`src/rtl/pss_pkg.sv`:
```
// ----------------------------------------------------------------------------
// pss_pkg
// Shared types and constants of the program map section parser: record
// kinds, register indexes, the record bundle passed from parser to emitter.
// ----------------------------------------------------------------------------
package pss_pkg;

	localparam int QDEPTH    = 4;
	localparam int QPTR_W    = $clog2(QDEPTH);
	localparam int QCNT_W    = $clog2(QDEPTH + 1);
	localparam int CFG_IDX_W = 2;

	localparam logic [1:0] KIND_STREAM    = 2'd0;
	localparam logic [1:0] KIND_PROG_CA   = 2'd1;
	localparam logic [1:0] KIND_STREAM_CA = 2'd2;
	localparam logic [1:0] KIND_END       = 2'd3;

	localparam logic [CFG_IDX_W-1:0] REG_CA_TAG   = CFG_IDX_W'(0);
	localparam logic [CFG_IDX_W-1:0] REG_LANG_TAG = CFG_IDX_W'(1);

	localparam logic [7:0] CA_TAG_RESET   = 8'd9;
	localparam logic [7:0] LANG_TAG_RESET = 8'd10;

	// record slots of one bundle, in delivery order
	localparam int REC_CA  = 0;
	localparam int REC_ST  = 1;
	localparam int REC_END = 2;
	localparam int REC_N   = 3;

	typedef struct packed {
		logic [REC_N-1:0] recs;
		logic             ca_in_stream;
		logic [7:0]       es_type;
		logic [12:0]      pid;
		logic [23:0]      lang;
		logic [15:0]      ca_id;
		logic [12:0]      ecm;
		logic [7:0]       count;
		logic             err;
	} pss_bundle_t;

	typedef enum logic [8:0] {
		PH_IDLE   = 9'b000000001,
		PH_HDR1   = 9'b000000010,
		PH_HDR2   = 9'b000000100,
		PH_FIXED  = 9'b000001000,
		PH_PROG   = 9'b000010000,
		PH_ESHDR  = 9'b000100000,
		PH_ESDESC = 9'b001000000,
		PH_CRC    = 9'b010000000,
		PH_DONE   = 9'b100000000
	} pss_phase_t;

endpackage

```
`src/rtl/pss_front.sv`:
```
// ----------------------------------------------------------------------------
// pss_front
// Byte parser: walks the section header, program descriptor loop and
// elementary stream loop, and turns each byte into a bundle of up to three
// records (stream CA or program CA, stream entry, section end).
// ----------------------------------------------------------------------------
module pss_front import pss_pkg::*; (
	input  logic                 clk,
	input  logic                 arst_n,
	input  logic                 accept,
	input  logic [7:0]           section_byte,
	input  logic                 section_start,
	input  logic                 cfg_valid,
	input  logic [CFG_IDX_W-1:0] cfg_index,
	input  logic [7:0]           cfg_data,
	output logic                 bnd_push,
	output pss_bundle_t          bnd
);

	logic [7:0] ca_tag_q, lang_tag_q;

	pss_phase_t phase_q, n_phase;
	logic [11:0] pos_q, n_pos, sec_len_q, n_sec_len, loop_q, n_loop;
	logic [7:0]  tag_q, n_tag, drem_q, n_drem, idx_q, n_idx;
	logic [7:0]  type_q, n_type, streams_q, n_streams;
	logic [12:0] pid_q, n_pid, ecm_q, n_ecm;
	logic [23:0] lang_q, n_lang;
	logic [15:0] ca_q, n_ca;
	logic        lseen_q, n_lseen, over_q, n_over;
	logic        rec_ca, rec_st, rec_end, ca_stream;

	always_ff @(posedge clk or negedge arst_n) begin
		if (!arst_n) begin
			ca_tag_q   <= CA_TAG_RESET;
			lang_tag_q <= LANG_TAG_RESET;
		end else if (cfg_valid) begin
			if (cfg_index == REG_CA_TAG) ca_tag_q <= cfg_data;
			if (cfg_index == REG_LANG_TAG) lang_tag_q <= cfg_data;
		end
	end

	always_comb begin
		logic [7:0]  b;
		logic [11:0] lim;
		logic [7:0]  k;
		logic        in_stream, ca_done, emit;
		pss_phase_t  ph;

		b         = section_byte;
		lim       = '0;
		k         = '0;
		in_stream = 1'b0;
		ca_done   = 1'b0;
		emit      = 1'b0;
		ph        = phase_q;

		n_phase   = phase_q;
		n_pos     = pos_q;
		n_sec_len = sec_len_q;
		n_loop    = loop_q;
		n_tag     = tag_q;
		n_drem    = drem_q;
		n_idx     = idx_q;
		n_type    = type_q;
		n_pid     = pid_q;
		n_lang    = lang_q;
		n_lseen   = lseen_q;
		n_ca      = ca_q;
		n_ecm     = ecm_q;
		n_streams = streams_q;
		n_over    = over_q;
		rec_ca    = 1'b0;
		rec_st    = 1'b0;
		rec_end   = 1'b0;
		ca_stream = 1'b0;

		if (accept) begin
			if (section_start) begin
				n_phase   = PH_HDR1;
				n_pos     = '0;
				n_sec_len = '0;
				n_loop    = '0;
				n_tag     = '0;
				n_drem    = '0;
				n_idx     = '0;
				n_type    = '0;
				n_pid     = '0;
				n_lang    = '0;
				n_lseen   = 1'b0;
				n_ca      = '0;
				n_ecm     = '0;
				n_streams = '0;
				n_over    = 1'b0;
			end else begin
				case (phase_q)
					PH_HDR1: begin
						n_sec_len = {b[3:0], 8'h00};
						n_phase   = PH_HDR2;
					end
					PH_HDR2: begin
						n_sec_len = sec_len_q | {4'h0, b};
						n_pos     = '0;
						if (n_sec_len == '0) begin
							n_over  = 1'b1;
							rec_end = 1'b1;
							n_phase = PH_DONE;
						end else begin
							n_phase = PH_FIXED;
						end
					end
					PH_FIXED, PH_PROG, PH_ESHDR, PH_ESDESC, PH_CRC: begin
						lim = (sec_len_q >= 12'd4) ? sec_len_q - 12'd4 : 12'd0;
						// cut the open item once the CRC region is reached
						if (pos_q >= lim && phase_q != PH_CRC) begin
							if (phase_q == PH_FIXED || phase_q == PH_PROG ||
							    phase_q == PH_ESDESC)
								n_over = 1'b1;
							if (phase_q == PH_ESHDR && idx_q != 8'd0) n_over = 1'b1;
							if (phase_q == PH_ESDESC) emit = 1'b1;
							ph = PH_CRC;
						end

						if (ph == PH_PROG || ph == PH_ESDESC) begin
							in_stream = (ph == PH_ESDESC);
							if (idx_q == 8'd0) begin
								n_tag = b;
								n_idx = 8'd1;
							end else if (idx_q == 8'd1) begin
								n_drem = b;
								if (b == 8'd0) begin
									if (in_stream && tag_q == lang_tag_q) n_lseen = 1'b1;
									n_idx = 8'd0;
								end else begin
									n_idx = 8'd2;
								end
							end else begin
								k = idx_q - 8'd2;
								if (tag_q == ca_tag_q) begin
									case (k)
										8'd0: n_ca = {b, 8'h00};
										8'd1: n_ca = {ca_q[15:8], b};
										8'd2: n_ecm = {b[4:0], 8'h00};
										8'd3: begin
											n_ecm   = {ecm_q[12:8], b};
											ca_done = 1'b1;
										end
										default: ;
									endcase
								end
								if (in_stream && tag_q == lang_tag_q && !lseen_q) begin
									case (k)
										8'd0: n_lang[23:16] = lang_q[23:16] | b;
										8'd1: n_lang[15:8]  = lang_q[15:8] | b;
										8'd2: n_lang[7:0]   = lang_q[7:0] | b;
										default: ;
									endcase
								end
								n_drem = drem_q - 8'd1;
								if (n_drem == 8'd0) begin
									if (in_stream && tag_q == lang_tag_q) n_lseen = 1'b1;
									n_idx = 8'd0;
								end else if (idx_q != 8'hFF) begin
									n_idx = idx_q + 8'd1;
								end
							end
							if (ca_done) begin
								rec_ca    = 1'b1;
								ca_stream = in_stream;
							end
							n_loop = loop_q - 12'd1;
							if (n_loop == '0) begin
								if (n_idx != 8'd0) n_over = 1'b1;
								n_idx = 8'd0;
								if (in_stream) emit = 1'b1;
								ph = PH_ESHDR;
							end
						end else if (ph == PH_FIXED) begin
							if (pos_q == 12'd7) begin
								n_loop = {b[3:0], 8'h00};
							end else if (pos_q == 12'd8) begin
								n_loop = loop_q | {4'h0, b};
								n_idx  = 8'd0;
								ph     = (n_loop != '0) ? PH_PROG : PH_ESHDR;
							end
						end else if (ph == PH_ESHDR) begin
							case (idx_q)
								8'd0: begin
									n_type  = b;
									n_pid   = '0;
									n_lang  = '0;
									n_lseen = 1'b0;
								end
								8'd1: n_pid = {b[4:0], 8'h00};
								8'd2: n_pid = pid_q | {5'h00, b};
								8'd3: n_loop = {b[3:0], 8'h00};
								default: n_loop = loop_q | {4'h0, b};
							endcase
							if (idx_q >= 8'd4) begin
								n_idx = 8'd0;
								if (n_loop == '0) emit = 1'b1;
								else ph = PH_ESDESC;
							end else begin
								n_idx = idx_q + 8'd1;
							end
						end

						if (emit) begin
							rec_st = 1'b1;
							if (streams_q != 8'hFF) n_streams = streams_q + 8'd1;
						end
						if ({1'b0, pos_q} + 13'd1 == {1'b0, sec_len_q}) begin
							rec_end = 1'b1;
							ph      = PH_DONE;
						end
						n_pos   = pos_q + 12'd1;
						n_phase = ph;
					end
					default: ;
				endcase
			end
		end
	end

	always_ff @(posedge clk or negedge arst_n) begin
		if (!arst_n) begin
			phase_q   <= PH_IDLE;
			pos_q     <= '0;
			sec_len_q <= '0;
			loop_q    <= '0;
			tag_q     <= '0;
			drem_q    <= '0;
			idx_q     <= '0;
			type_q    <= '0;
			pid_q     <= '0;
			lang_q    <= '0;
			lseen_q   <= 1'b0;
			ca_q      <= '0;
			ecm_q     <= '0;
			streams_q <= '0;
			over_q    <= 1'b0;
		end else begin
			phase_q   <= n_phase;
			pos_q     <= n_pos;
			sec_len_q <= n_sec_len;
			loop_q    <= n_loop;
			tag_q     <= n_tag;
			drem_q    <= n_drem;
			idx_q     <= n_idx;
			type_q    <= n_type;
			pid_q     <= n_pid;
			lang_q    <= n_lang;
			lseen_q   <= n_lseen;
			ca_q      <= n_ca;
			ecm_q     <= n_ecm;
			streams_q <= n_streams;
			over_q    <= n_over;
		end
	end

	always_comb begin
		bnd.recs                = '0;
		bnd.recs[REC_CA]        = rec_ca;
		bnd.recs[REC_ST]        = rec_st;
		bnd.recs[REC_END]       = rec_end;
		bnd.ca_in_stream        = ca_stream;
		bnd.es_type             = n_type;
		bnd.pid                 = n_pid;
		bnd.lang                = n_lang;
		bnd.ca_id               = n_ca;
		bnd.ecm                 = n_ecm;
		bnd.count               = n_streams;
		bnd.err                 = n_over;
	end

	assign bnd_push = rec_ca | rec_st | rec_end;

endmodule

```
`src/rtl/pss_queue.sv`:
```
// ----------------------------------------------------------------------------
// pss_queue
// Short first-in first-out buffer of record bundles between parser and
// emitter.
// ----------------------------------------------------------------------------
module pss_queue import pss_pkg::*; (
	input  logic        clk,
	input  logic        arst_n,
	input  logic        push,
	input  pss_bundle_t din,
	output logic        full,
	input  logic        pop,
	output pss_bundle_t dout,
	output logic        empty
);

	pss_bundle_t         mem_q [QDEPTH];
	logic [QPTR_W-1:0]   wptr_q, rptr_q;
	logic [QCNT_W-1:0]   cnt_q;
	logic                do_push, do_pop;

	assign full    = (cnt_q == QCNT_W'(QDEPTH));
	assign empty   = (cnt_q == '0);
	assign do_push = push && !full;
	assign do_pop  = pop && !empty;
	assign dout    = mem_q[rptr_q];

	always_ff @(posedge clk) begin
		if (do_push) mem_q[wptr_q] <= din;
	end

	always_ff @(posedge clk or negedge arst_n) begin
		if (!arst_n) begin
			wptr_q <= '0;
			rptr_q <= '0;
			cnt_q  <= '0;
		end else begin
			if (do_push) wptr_q <= wptr_q + QPTR_W'(1);
			if (do_pop) rptr_q <= rptr_q + QPTR_W'(1);
			if (do_push && !do_pop) cnt_q <= cnt_q + QCNT_W'(1);
			else if (do_pop && !do_push) cnt_q <= cnt_q - QCNT_W'(1);
		end
	end

endmodule

```
`src/rtl/pss_back.sv`:
```
// ----------------------------------------------------------------------------
// pss_back
// Record emitter: splits each bundle into its records in slot order, bundles
// oldest first, and holds one record in the output register until it is taken.
// ----------------------------------------------------------------------------
module pss_back import pss_pkg::*; (
	input  logic        clk,
	input  logic        arst_n,
	input  logic        q_empty,
	input  pss_bundle_t q_dout,
	output logic        q_pop,
	input  logic        pop,
	output logic        empty,
	output logic [1:0]  record_kind,
	output logic [7:0]  es_type,
	output logic [12:0] elementary_pid,
	output logic [23:0] language_code,
	output logic [15:0] ca_system_id,
	output logic [12:0] ecm_pid,
	output logic [7:0]  stream_count,
	output logic        length_error,
	output logic        last_of_run
);

	pss_bundle_t      hold_q, src;
	logic [REC_N-1:0] pend_q, src_mask, pick, rest;
	logic             out_v_q, load, use_hold, go;

	assign load     = !out_v_q || pop;
	assign use_hold = (pend_q != '0);
	assign src      = use_hold ? hold_q : q_dout;
	assign src_mask = use_hold ? pend_q : (q_empty ? '0 : q_dout.recs);
	assign pick     = src_mask & (~src_mask + REC_N'(1));
	assign rest     = src_mask & ~pick;
	assign go       = load && (src_mask != '0);
	assign q_pop    = go && !use_hold;
	assign empty    = !out_v_q;

	always_ff @(posedge clk or negedge arst_n) begin
		if (!arst_n) begin
			out_v_q <= 1'b0;
			pend_q  <= '0;
		end else if (go) begin
			out_v_q <= 1'b1;
			pend_q  <= rest;
		end else if (load) begin
			out_v_q <= 1'b0;
		end
	end

	always_ff @(posedge clk) begin
		if (go) begin
			if (!use_hold) hold_q <= q_dout;
			record_kind    <= KIND_END;
			es_type        <= '0;
			elementary_pid <= '0;
			language_code  <= '0;
			ca_system_id   <= '0;
			ecm_pid        <= '0;
			stream_count   <= '0;
			length_error   <= 1'b0;
			last_of_run    <= (rest == '0);
			if (pick[REC_CA]) begin
				record_kind  <= src.ca_in_stream ? KIND_STREAM_CA : KIND_PROG_CA;
				ca_system_id <= src.ca_id;
				ecm_pid      <= src.ecm;
				if (src.ca_in_stream) begin
					es_type        <= src.es_type;
					elementary_pid <= src.pid;
				end
			end else if (pick[REC_ST]) begin
				record_kind    <= KIND_STREAM;
				es_type        <= src.es_type;
				elementary_pid <= src.pid;
				language_code  <= src.lang;
			end else begin
				stream_count <= src.count;
				length_error <= src.err;
			end
		end
	end

endmodule

```
`src/rtl/pmt_section_stream_parser.sv`:
```
// ----------------------------------------------------------------------------
// pmt_section_stream_parser
// Program map section parser: section bytes in, stream / CA / end records out.
// ----------------------------------------------------------------------------
// A section byte is taken on every cycle in which push is high and full is
// low, so a section streams in at one byte per clock. Each byte yields zero
// to three records, and records leave at one per clock while pop is high,
// through a single output register. Bundles of records wait in a four-entry
// queue between the byte parser and the record emitter, so full rises only
// when record output falls behind by more than four record-producing bytes
// (sustained rate: one record per cycle while pop is high). The two
// descriptor tag registers are written at any time through cfg_valid, which
// is always ready; write them while no section is in flight.
module pmt_section_stream_parser import pss_pkg::*; (
	input  logic                 clk,
	input  logic                 arst_n,
	input  logic                 push,
	output logic                 full,
	input  logic [7:0]           section_byte,
	input  logic                 section_start,
	output logic                 empty,
	input  logic                 pop,
	output logic [1:0]           record_kind,
	output logic [7:0]           es_type,
	output logic [12:0]          elementary_pid,
	output logic [23:0]          language_code,
	output logic [15:0]          ca_system_id,
	output logic [12:0]          ecm_pid,
	output logic [7:0]           stream_count,
	output logic                 length_error,
	output logic                 last_of_run,
	input  logic                 cfg_valid,
	output logic                 cfg_ready,
	input  logic [CFG_IDX_W-1:0] cfg_index,
	input  logic [7:0]           cfg_data
);

	pss_bundle_t bnd_in, bnd_out;
	logic        bnd_push, q_full, q_empty, q_pop;

	assign full      = q_full;
	assign cfg_ready = 1'b1;

	pss_front u_front (
		.clk           (clk),
		.arst_n        (arst_n),
		.accept        (push && !q_full),
		.section_byte  (section_byte),
		.section_start (section_start),
		.cfg_valid     (cfg_valid),
		.cfg_index     (cfg_index),
		.cfg_data      (cfg_data),
		.bnd_push      (bnd_push),
		.bnd           (bnd_in)
	);

	pss_queue u_queue (
		.clk    (clk),
		.arst_n (arst_n),
		.push   (bnd_push),
		.din    (bnd_in),
		.full   (q_full),
		.pop    (q_pop),
		.dout   (bnd_out),
		.empty  (q_empty)
	);

	pss_back u_back (
		.clk            (clk),
		.arst_n         (arst_n),
		.q_empty        (q_empty),
		.q_dout         (bnd_out),
		.q_pop          (q_pop),
		.pop            (pop),
		.empty          (empty),
		.record_kind    (record_kind),
		.es_type        (es_type),
		.elementary_pid (elementary_pid),
		.language_code  (language_code),
		.ca_system_id   (ca_system_id),
		.ecm_pid        (ecm_pid),
		.stream_count   (stream_count),
		.length_error   (length_error),
		.last_of_run    (last_of_run)
	);

endmodule

```
`config.mk`:
```
export PLATFORM = sky130hd
export DESIGN_NAME = pmt_section_stream_parser
export DESIGN_NICKNAME = d
export VERILOG_FILES = /design/src/rtl/pss_pkg.sv /design/src/rtl/pss_front.sv /design/src/rtl/pss_queue.sv /design/src/rtl/pss_back.sv /design/src/rtl/pmt_section_stream_parser.sv
export SDC_FILE = /design/constraint.sdc
export NUM_CORES = 1
export LEC_CHECK = 0
export BUFFER_PORTS_ARGS = -buffer_cell sky130_fd_sc_hd__buf_2
export CELL_PAD_IN_SITES_DETAIL_PLACEMENT = 1
export CELL_PAD_IN_SITES_GLOBAL_PLACEMENT = 2
export CORE_MARGIN = 2
export CORE_UTILIZATION = 41
export DETAILED_ROUTE_END_ITERATION = 7
export GPL_ROUTABILITY_DRIVEN = 0
export GPL_TIMING_DRIVEN = 0
export PLACE_DENSITY_LB_ADDON = 0.1
export SETUP_SLACK_MARGIN = 0.05
export SLEW_MARGIN = 20
export SYNTH_ARGS = -nofsm -noshare
export SYNTH_HDL_FRONTEND = slang
export SYNTH_SLANG_ARGS = --single-unit
```
`constraint.sdc`:
```
create_clock -name clk -period 10.95 [get_ports clk]
set_clock_uncertainty 0.05 [all_clocks]
set_input_delay 1.095 -clock clk [delete_from_list [all_inputs] [get_ports clk]]
set_output_delay 1.095 -clock clk [all_outputs]
set_load 0.005 [all_outputs]
```
== Word-level counts from Yosys, hierarchy flattened ==
Memory sizes are Yosys's and may differ from the RTL's.
Cells that the tools add are included.

* Flip-flop bits (word level): 350
* Bits in writable memories: 348
* Word-level logic and storage cells: 355
* Memories kept: 1

{| class="wikitable"
|+ Memory list
! name !! depth !! width !! read ports !! clocked after memory_dff !! write ports !! line !! text
|-
| u_queue.mem_q || 4 || 87 || 1 || 0 || 1 || pss_queue.sv:17 || <nowiki>pss_bundle_t mem_q [QDEPTH];</nowiki>
|}

* $add $sub $neg: 13
* Order comparisons: 3
* Eq/ne operators: 35
* Multiplexer cells: 189
* Bitwise logic cells: 13
* Reduce and logical (&&, ||, !) cells: 62

{| class="wikitable"
|+ Operator list
! cell !! number
|-
| 8-bit two-way mux || 44
|-
| 24-bit two-way mux || 10
|-
| 13-bit two-way mux || 16
|-
| 12-bit two-way mux || 16
|-
| 9-bit two-way mux || 15
|-
| 16-bit two-way mux || 7
|-
| 84-bit two-way mux || 1
|-
| 12-bit case mux with 2 select lines || 3
|-
| 1-bit two-way mux || 62
|-
| 13-bit case mux with 3 select lines || 1
|-
| 12-bit zero test || 3
|-
| 8-bit by 2-bit == test with 1-bit output, second input constant || 4
|-
| 8-bit zero test || 4
|-
| 16-bit case mux with 2 select lines || 1
|-
| 9-bit case mux with 3 select lines || 1
|-
| 13-bit case mux with 2 select lines || 1
|-
| 12-bit by 8-bit bitwise OR with 12-bit output || 2
|-
| 8-bit bitwise OR || 3
|-
| 9-bit by 4-bit == test with 1-bit output, second input constant || 2
|-
| 9-bit by 5-bit == test with 1-bit output, second input constant || 2
|-
| 9-bit by 6-bit == test with 1-bit output, second input constant || 2
|-
| 9-bit by 7-bit == test with 1-bit output, second input constant || 2
|-
| 3-bit nonzero test || 6
|-
| 8-bit by 1-bit adder with 8-bit output, second input constant || 2
|-
| 55 further kinds || 105
|}

== Longest topological paths before layout ==
* Word-level depth: 35
* Mapped depth: 22
* Depth with buffers taken out: 20

== Modules after synthesis ==
Synthesis repeated with hierarchy kept, for this count alone.

* Cell total of the unflattened synthesis: 1935
* Area, all modules: 28703.8 µm²

{| class="wikitable"
|+ Modules (own cells, without submodules)
! module !! times used !! cells an instance !! area each (µm²) !! seq. area each (µm²)
|-
| pss_queue || 1 || 491 || 12962.4 || 10625.2
|-
| pss_front || 1 || 1058 || 9914.5 || 4235.3
|-
| pss_back || 1 || 383 || 5801.8 || 4279.1
|-
| pmt_section_stream_parser || 1 || 3 || 25.0 || 0.0
|}

== Least setup slack after synthesis ==
No wires, ideal clock.

* Path type: flip-flop to flip-flop
* From: register u_queue.rptr_q[0]
* To: register u_queue.cnt_q[1]
* Arrival time: 11760 ps
* Required time: 10775 ps
* Slack: -984 ps
* Cell stages (with the launch flop): 12
* Path buffers: 1
* Clock period less this slack: 11934 ps
* Path through: dfrtp_1 -> clkbuf_1 -> mux4_2 -> nor2_1 -> o31ai_1 -> inv_1 -> a21oi_1 -> nand2_1 -> ha_1 -> inv_1 -> fa_1 -> mux2_2

* Cells in the longest elaborated chain, start to end: 10

{| class="wikitable"
|+ RTL lines
! item !! line !! text
|-
| start: declaration || pss_queue.sv:18 || <nowiki>logic [QPTR_W-1:0] wptr_q, rptr_q;</nowiki>
|-
| start signal: assignment || pss_queue.sv:39 || <nowiki>if (do_pop) rptr_q <= rptr_q + QPTR_W'(1);</nowiki>
|-
| memory 4 x 87 bit * || n/a ||
|-
| 3-bit two-way mux * (2 in a row) || pss_back.sv:32 || <nowiki>assign src_mask = use_hold ? pend_q : (q_empty ? '0 : q_dout.recs);</nowiki>
|-
| 3-bit nonzero test * || pss_back.sv:35 || <nowiki>assign go = load && (src_mask != '0);</nowiki>
|-
| 1-bit logical AND * || pss_back.sv:35 ||
|-
| named net u_back.go || pss_back.sv:27 || <nowiki>logic out_v_q, load, use_hold, go;</nowiki>
|-
| 1-bit logical AND * || pss_back.sv:36 || <nowiki>assign q_pop = go && !use_hold;</nowiki>
|-
| 1-bit logical AND * || pss_queue.sv:25 || <nowiki>assign do_pop = pop && !empty;</nowiki>
|-
| 1-bit zero test || pss_queue.sv:40 || <nowiki>if (do_push && !do_pop) cnt_q <= cnt_q + QCNT_W'(1);</nowiki>
|-
| 1-bit logical AND || pss_queue.sv:40 ||
|-
| 3-bit two-way mux / 2-bit nonzero test (equally long branches) || n/a ||
|-
| end signal: assignment || pss_queue.sv:40 ||
|-
| end signal: assignment || pss_queue.sv:41 || <nowiki>else if (do_pop && !do_push) cnt_q <= cnt_q - QCNT_W'(1);</nowiki>
|-
| end: declaration || pss_queue.sv:19 || <nowiki>logic [QCNT_W-1:0] cnt_q;</nowiki>
|}

The timed path passes the listed nets; every way through them passes the cells marked *.
A chain may end at the register's enable or synchronous reset.

==> flow_results.xml <==
<?xml version="1.0" encoding="UTF-8"?>
<metrics>
  <group name="status">
    <metric name="run_status" unit="">complete, no violations</metric>
  </group>
  <group name="setup_path">
    <metric name="timing.critical_path.from_type" unit="">flip-flop</metric>
    <metric name="criticalPathCategory" unit="">reg2reg</metric>
    <metric name="r2r.worst_path.cells" unit="">17</metric>
    <metric name="endpoint_kind" unit="">flip-flop</metric>
    <metric name="worst_ep_required_time" unit="ns">11.20</metric>
    <metric name="critical_path_peak_fanout" unit="">34</metric>
    <metric name="arrival" unit="ns">6.75</metric>
  </group>
  <group name="cts">
    <metric name="post_cts_buffers" unit="">0</metric>
    <metric name="post_cts_resized" unit="">0</metric>
    <metric name="clk_path_buf_depth" unit="">3</metric>
    <metric name="h_tree_level_count" unit="">3</metric>
    <metric name="clk_latency" unit="ns">0.62</metric>
    <metric name="ctsHoldBuffers" unit="">0</metric>
    <metric name="tritoncts.num_buffers" unit="">75</metric>
    <metric name="cts_tree" unit="">yes</metric>
    <metric name="clock-root-buffer" unit="">sky130_fd_sc_hd__clkbuf_16</metric>
    <metric name="clock_sink_count" unit="">697</metric>
    <metric name="cts.clk_slew.worst_paths" unit="ns">0.06</metric>
  </group>
  <group name="power">
    <metric name="peakVddDrop" unit="mV">0.1968</metric>
    <metric name="net-switching-power" unit="mW">2.979</metric>
    <metric name="sw_frac_of_total" unit="">0.3241</metric>
    <metric name="total_leakage_power" unit="nW">12.82</metric>
    <metric name="power_density" unit="mW/mm^2">265.9</metric>
    <metric name="power.share.combinational" unit="">0.321</metric>
    <metric name="power.internal" unit="mW">6.212</metric>
    <metric name="power_frac_clock" unit="">0.277</metric>
    <metric name="power.share.sequential" unit="">0.402</metric>
  </group>
  <group name="global_routing">
    <metric name="groute.usage.overall" unit="">0.2141</metric>
    <metric name="globalRouteOverflowTotal" unit="">0</metric>
    <metric name="first_global_vias" unit="">19048</metric>
    <metric name="grt_pass1_wl" unit="mm">120.6</metric>
    <metric name="grt_max_degree" unit="">88</metric>
    <metric name="number_of_antenna_violations_at_the_first_check_in_global_routing" unit="">1</metric>
  </group>
  <group name="timing">
    <metric name="slew-limit-headroom" unit="">0.2350</metric>
    <metric name="worst-slew-pin-transition" unit="ns">1.148</metric>
    <metric name="finalSetupViolations" unit="">0</metric>
    <metric name="rsz_0062_raised_after_global_routing" unit="">no</metric>
    <metric name="hold_viol_final" unit="">0</metric>
    <metric name="layout_min_cycle_time" unit="ns">6.497</metric>
    <metric name="timing.final.crit_share" unit="">0.5934</metric>
    <metric name="finalSetupTns" unit="ns">0</metric>
    <metric name="achievable-frequency" unit="MHz">153.9</metric>
    <metric name="slew_viol_final" unit="">0</metric>
  </group>
  <group name="detailed_routing">
    <metric name="wl_per_cell" unit="um">24.44</metric>
    <metric name="route.antenna.remaining_nets" unit="">0</metric>
    <metric name="detail_route.first_pass.iterations" unit="">5</metric>
    <metric name="route.vias.total" unit="">17890</metric>
    <metric name="drt_first_iter_violations" unit="">1129</metric>
    <metric name="remaining_drc_errors" unit="">0</metric>
    <metric name="wirelength" unit="mm">78.78</metric>
    <metric name="vias_per_cell" unit="">5.551</metric>
  </group>
  <group name="worst_hold_path">
    <metric name="worstHoldPathType" unit="">in2async</metric>
  </group>
  <group name="floorplan">
    <metric name="floorplan.rows" unit="">98</metric>
    <metric name="floorplan.initialDensity" unit="">0.4155</metric>
    <metric name="floorplan.core_area" unit="sq mm">0.07173</metric>
    <metric name="ports" unit="">113</metric>
    <metric name="fp.dieArea" unit="sq mm">0.07487</metric>
    <metric name="die_w" unit="um">273.6</metric>
    <metric name="die_h" unit="um">273.6</metric>
  </group>
  <group name="synth">
    <metric name="yosysUniqueCellTypes" unit="">93</metric>
    <metric name="postSynth.topFlopCell" unit="">sky130_fd_sc_hd__edfxtp_1</metric>
    <metric name="synth_top_cell_by_area" unit="">sky130_fd_sc_hd__edfxtp_1</metric>
    <metric name="synthDominantCellAreaShare" unit="">0.5219</metric>
    <metric name="syn_area" unit="sq mm">0.02981</metric>
    <metric name="post_synth_main_area_contributors" unit="">sky130_fd_sc_hd__edfxtp_1, sky130_fd_sc_hd__dfrtp_1, sky130_fd_sc_hd__mux4_2</metric>
    <metric name="synth_edf_count" unit="">518</metric>
    <metric name="synth_nets" unit="">2061</metric>
    <metric name="synth_area_per_cell" unit="sq um">14.88</metric>
    <metric name="synth_seq_cells" unit="">697</metric>
    <metric name="asyncSetResetFlopFracSynth" unit="">0.2568</metric>
    <metric name="ys_warn_count" unit="">0</metric>
    <metric name="seq_area_frac_synth" unit="">0.6724</metric>
    <metric name="synthCells" unit="">2003</metric>
  </group>
  <group name="layout">
    <metric name="final_util" unit="">0.4819</metric>
    <metric name="nNetsFinal" unit="">2267</metric>
    <metric name="final_layout_size_suffix_gt1_frac" unit="">0.2188</metric>
    <metric name="layout_common_cells" unit="">sky130_fd_sc_hd__edfxtp_1, sky130_fd_sc_hd__dfrtp_1, sky130_fd_sc_hd__nand2_1</metric>
    <metric name="final_common_cell" unit="">sky130_fd_sc_hd__edfxtp_1</metric>
    <metric name="area.growth.synth_to_final" unit="%">15.97</metric>
    <metric name="n_fill_cell" unit="">7058</metric>
  </group>
  <group name="job">
    <metric name="max_cap_viol_count" unit="">0</metric>
  </group>
  <group name="placement">
    <metric name="total_of_buffers_placed_on_input_and_output_ports" unit="">108</metric>
    <metric name="detailed_place_hpwl" unit="mm">53.35</metric>
  </group>
</metrics>
registers in the layout, summed over array words and instances (netlist names), 9 cells and up:
name                   flops
u_front.phase_q            9
u_back.ecm_pid            13
u_back.hold_q             84
u_front.pid_q             13
u_front.pos_q             12
u_back.language_code      24
u_front.lang_q            24
u_back.elementary_pid     13
u_front.ecm_q             13
u_queue.mem_q            348
u_front.loop_q            12
u_back.ca_system_id       16
u_front.sec_len_q         12
u_front.ca_q              16
final timing paths:
kind / slack [ns] / to / startpoint
setup / recovery: 4.45 / u_queue.mem_q[3][67]$_DFFE_PP_ / u_front.sec_len_q[7]$_DFFE_PN0P_
hold / removal: 0.23 / u_front.lang_tag_q[0]$_DFFE_PN0P_ / arst_n
setup reg to reg: 4.45 / u_queue.mem_q[3][67]$_DFFE_PP_ / u_front.sec_len_q[7]$_DFFE_PN0P_
hold reg to reg: 0.46 / u_queue.cnt_q[2]$_DFFE_PN0P_ / u_queue.cnt_q[2]$_DFFE_PN0P_
max in group asynchronous: 9.45 / u_front.pid_q[5]$_DFF_PN0_ / arst_n
min in group clk: 0.46 / u_queue.cnt_q[2]$_DFFE_PN0P_ / u_queue.cnt_q[2]$_DFFE_PN0P_
metal layers:
metal / wire (um) / up-vias / GRT usage
li1: - / 8129 / -
met1: 35770 / 9307 / 0.2955
met2: 38260 / 342 / 0.3550
met3: 2983 / 112 / 0.03325
met4: 1772 / 0 / 0.05479
met5: 0 / - / 0
metrics by stage:
stage / hold slack [ns] / total power [mW] / setup slack [ns] / instances / area (sq um)
after floorplan: 0.4065 / 5.659 / 2.765 / 2003 / 29810
after global placement: 0.4284 / 6.610 / -0.6330 / 3061 / 31540
after detailed placement: 0.4531 / 6.730 / 4.402 / 3081 / 32050
after CTS: 0.1914 / 9.308 / 4.371 / 3221 / 34550
after global routing: 0.2034 / 9.697 / 3.990 / 3222 / 34560
final: 0.2276 / 9.191 / 4.453 / 3223 / 34570
cell type report:
type / count / area [sq um] / share of cell area
Clock inverter: 33 / 344.1 / 0.009954
Sequential cell: 697 / 20040 / 0.5798
Buffer: 102 / 475.5 / 0.01375
Multi-Input combinational cell: 1167 / 9205 / 0.2663
Clock buffer: 107 / 2151 / 0.06222
Timing Repair Buffer: 129 / 1021 / 0.02954
Tap cell: 950 / 1189 / 0.03439
Antenna cell: 1 / 2.502 / 0.00007239
Inverter: 37 / 138.9 / 0.004018
worst max-delay path, cell delays in order, from the launching register on:
cell and delay (ns):
sky130_fd_sc_hd__dfrtp_1 0.44, sky130_fd_sc_hd__or4_1 0.61, sky130_fd_sc_hd__nor3_1 0.31, sky130_fd_sc_hd__nand4b_1 0.18, sky130_fd_sc_hd__clkbuf_1 0.27, sky130_fd_sc_hd__nand2_1 0.15, sky130_fd_sc_hd__ha_1 0.25, sky130_fd_sc_hd__a211oi_1 0.19
sky130_fd_sc_hd__o21ai_0 0.16, sky130_fd_sc_hd__a41oi_1 0.70, sky130_fd_sc_hd__o211ai_1 0.55, sky130_fd_sc_hd__nand4bb_1 0.59, sky130_fd_sc_hd__a21oi_2 0.39, sky130_fd_sc_hd__or3_1 0.17, sky130_fd_sc_hd__buf_6 0.13, sky130_fd_sc_hd__and2_4 0.42
sky130_fd_sc_hd__buf_16 0.29, sky130_fd_sc_hd__buf_12 0.26
power by group through the flow:
stage                     clock, mW  combinational [mW]  sequential [mW]
after detailed placement          0                2.98             3.75
after global placement            0                2.79             3.82
after CTS                      2.61                3.00             3.70
after floorplan                   0                1.88             3.77
final                          2.54                2.95             3.69
after global routing           2.69                3.26             3.75
cell usage after synthesis (8+ instances only):
library cell,count
sky130_fd_sc_hd__a211oi_1,8
sky130_fd_sc_hd__a21oi_1,74
sky130_fd_sc_hd__a22o_1,28
sky130_fd_sc_hd__a31oi_1,10
sky130_fd_sc_hd__and2_1,13
sky130_fd_sc_hd__and3_1,40
sky130_fd_sc_hd__buf_1,14
sky130_fd_sc_hd__clkbuf_1,74
sky130_fd_sc_hd__dfrtp_1,174
sky130_fd_sc_hd__edfxtp_1,518
sky130_fd_sc_hd__ha_1,33
sky130_fd_sc_hd__inv_1,37
sky130_fd_sc_hd__mux2_2,102
sky130_fd_sc_hd__mux4_2,87
sky130_fd_sc_hd__nand2_1,141
sky130_fd_sc_hd__nand2b_1,18
sky130_fd_sc_hd__nand3_1,20
sky130_fd_sc_hd__nand4_1,16
sky130_fd_sc_hd__nor2_1,103
sky130_fd_sc_hd__nor2b_1,38
sky130_fd_sc_hd__nor3_1,40
sky130_fd_sc_hd__nor3b_1,12
sky130_fd_sc_hd__nor4_1,17
sky130_fd_sc_hd__o211ai_1,11
sky130_fd_sc_hd__o21a_1,31
sky130_fd_sc_hd__o21ai_0,115
sky130_fd_sc_hd__o31ai_1,17
sky130_fd_sc_hd__or3_1,8
sky130_fd_sc_hd__xnor2_1,39
sky130_fd_sc_hd__xor2_1,18
cell families after synthesis:
group / synth area share
flops: 0.6724
simple gates: 0.08887
compound gates: 0.08144
mux: 0.1051
buf+inv: 0.02049
xor+xnor: 0.01675
fa+ha+maj: 0.01486
other cells: 0.0001258
No activity file was read; power rests on OpenSTA's default activity.
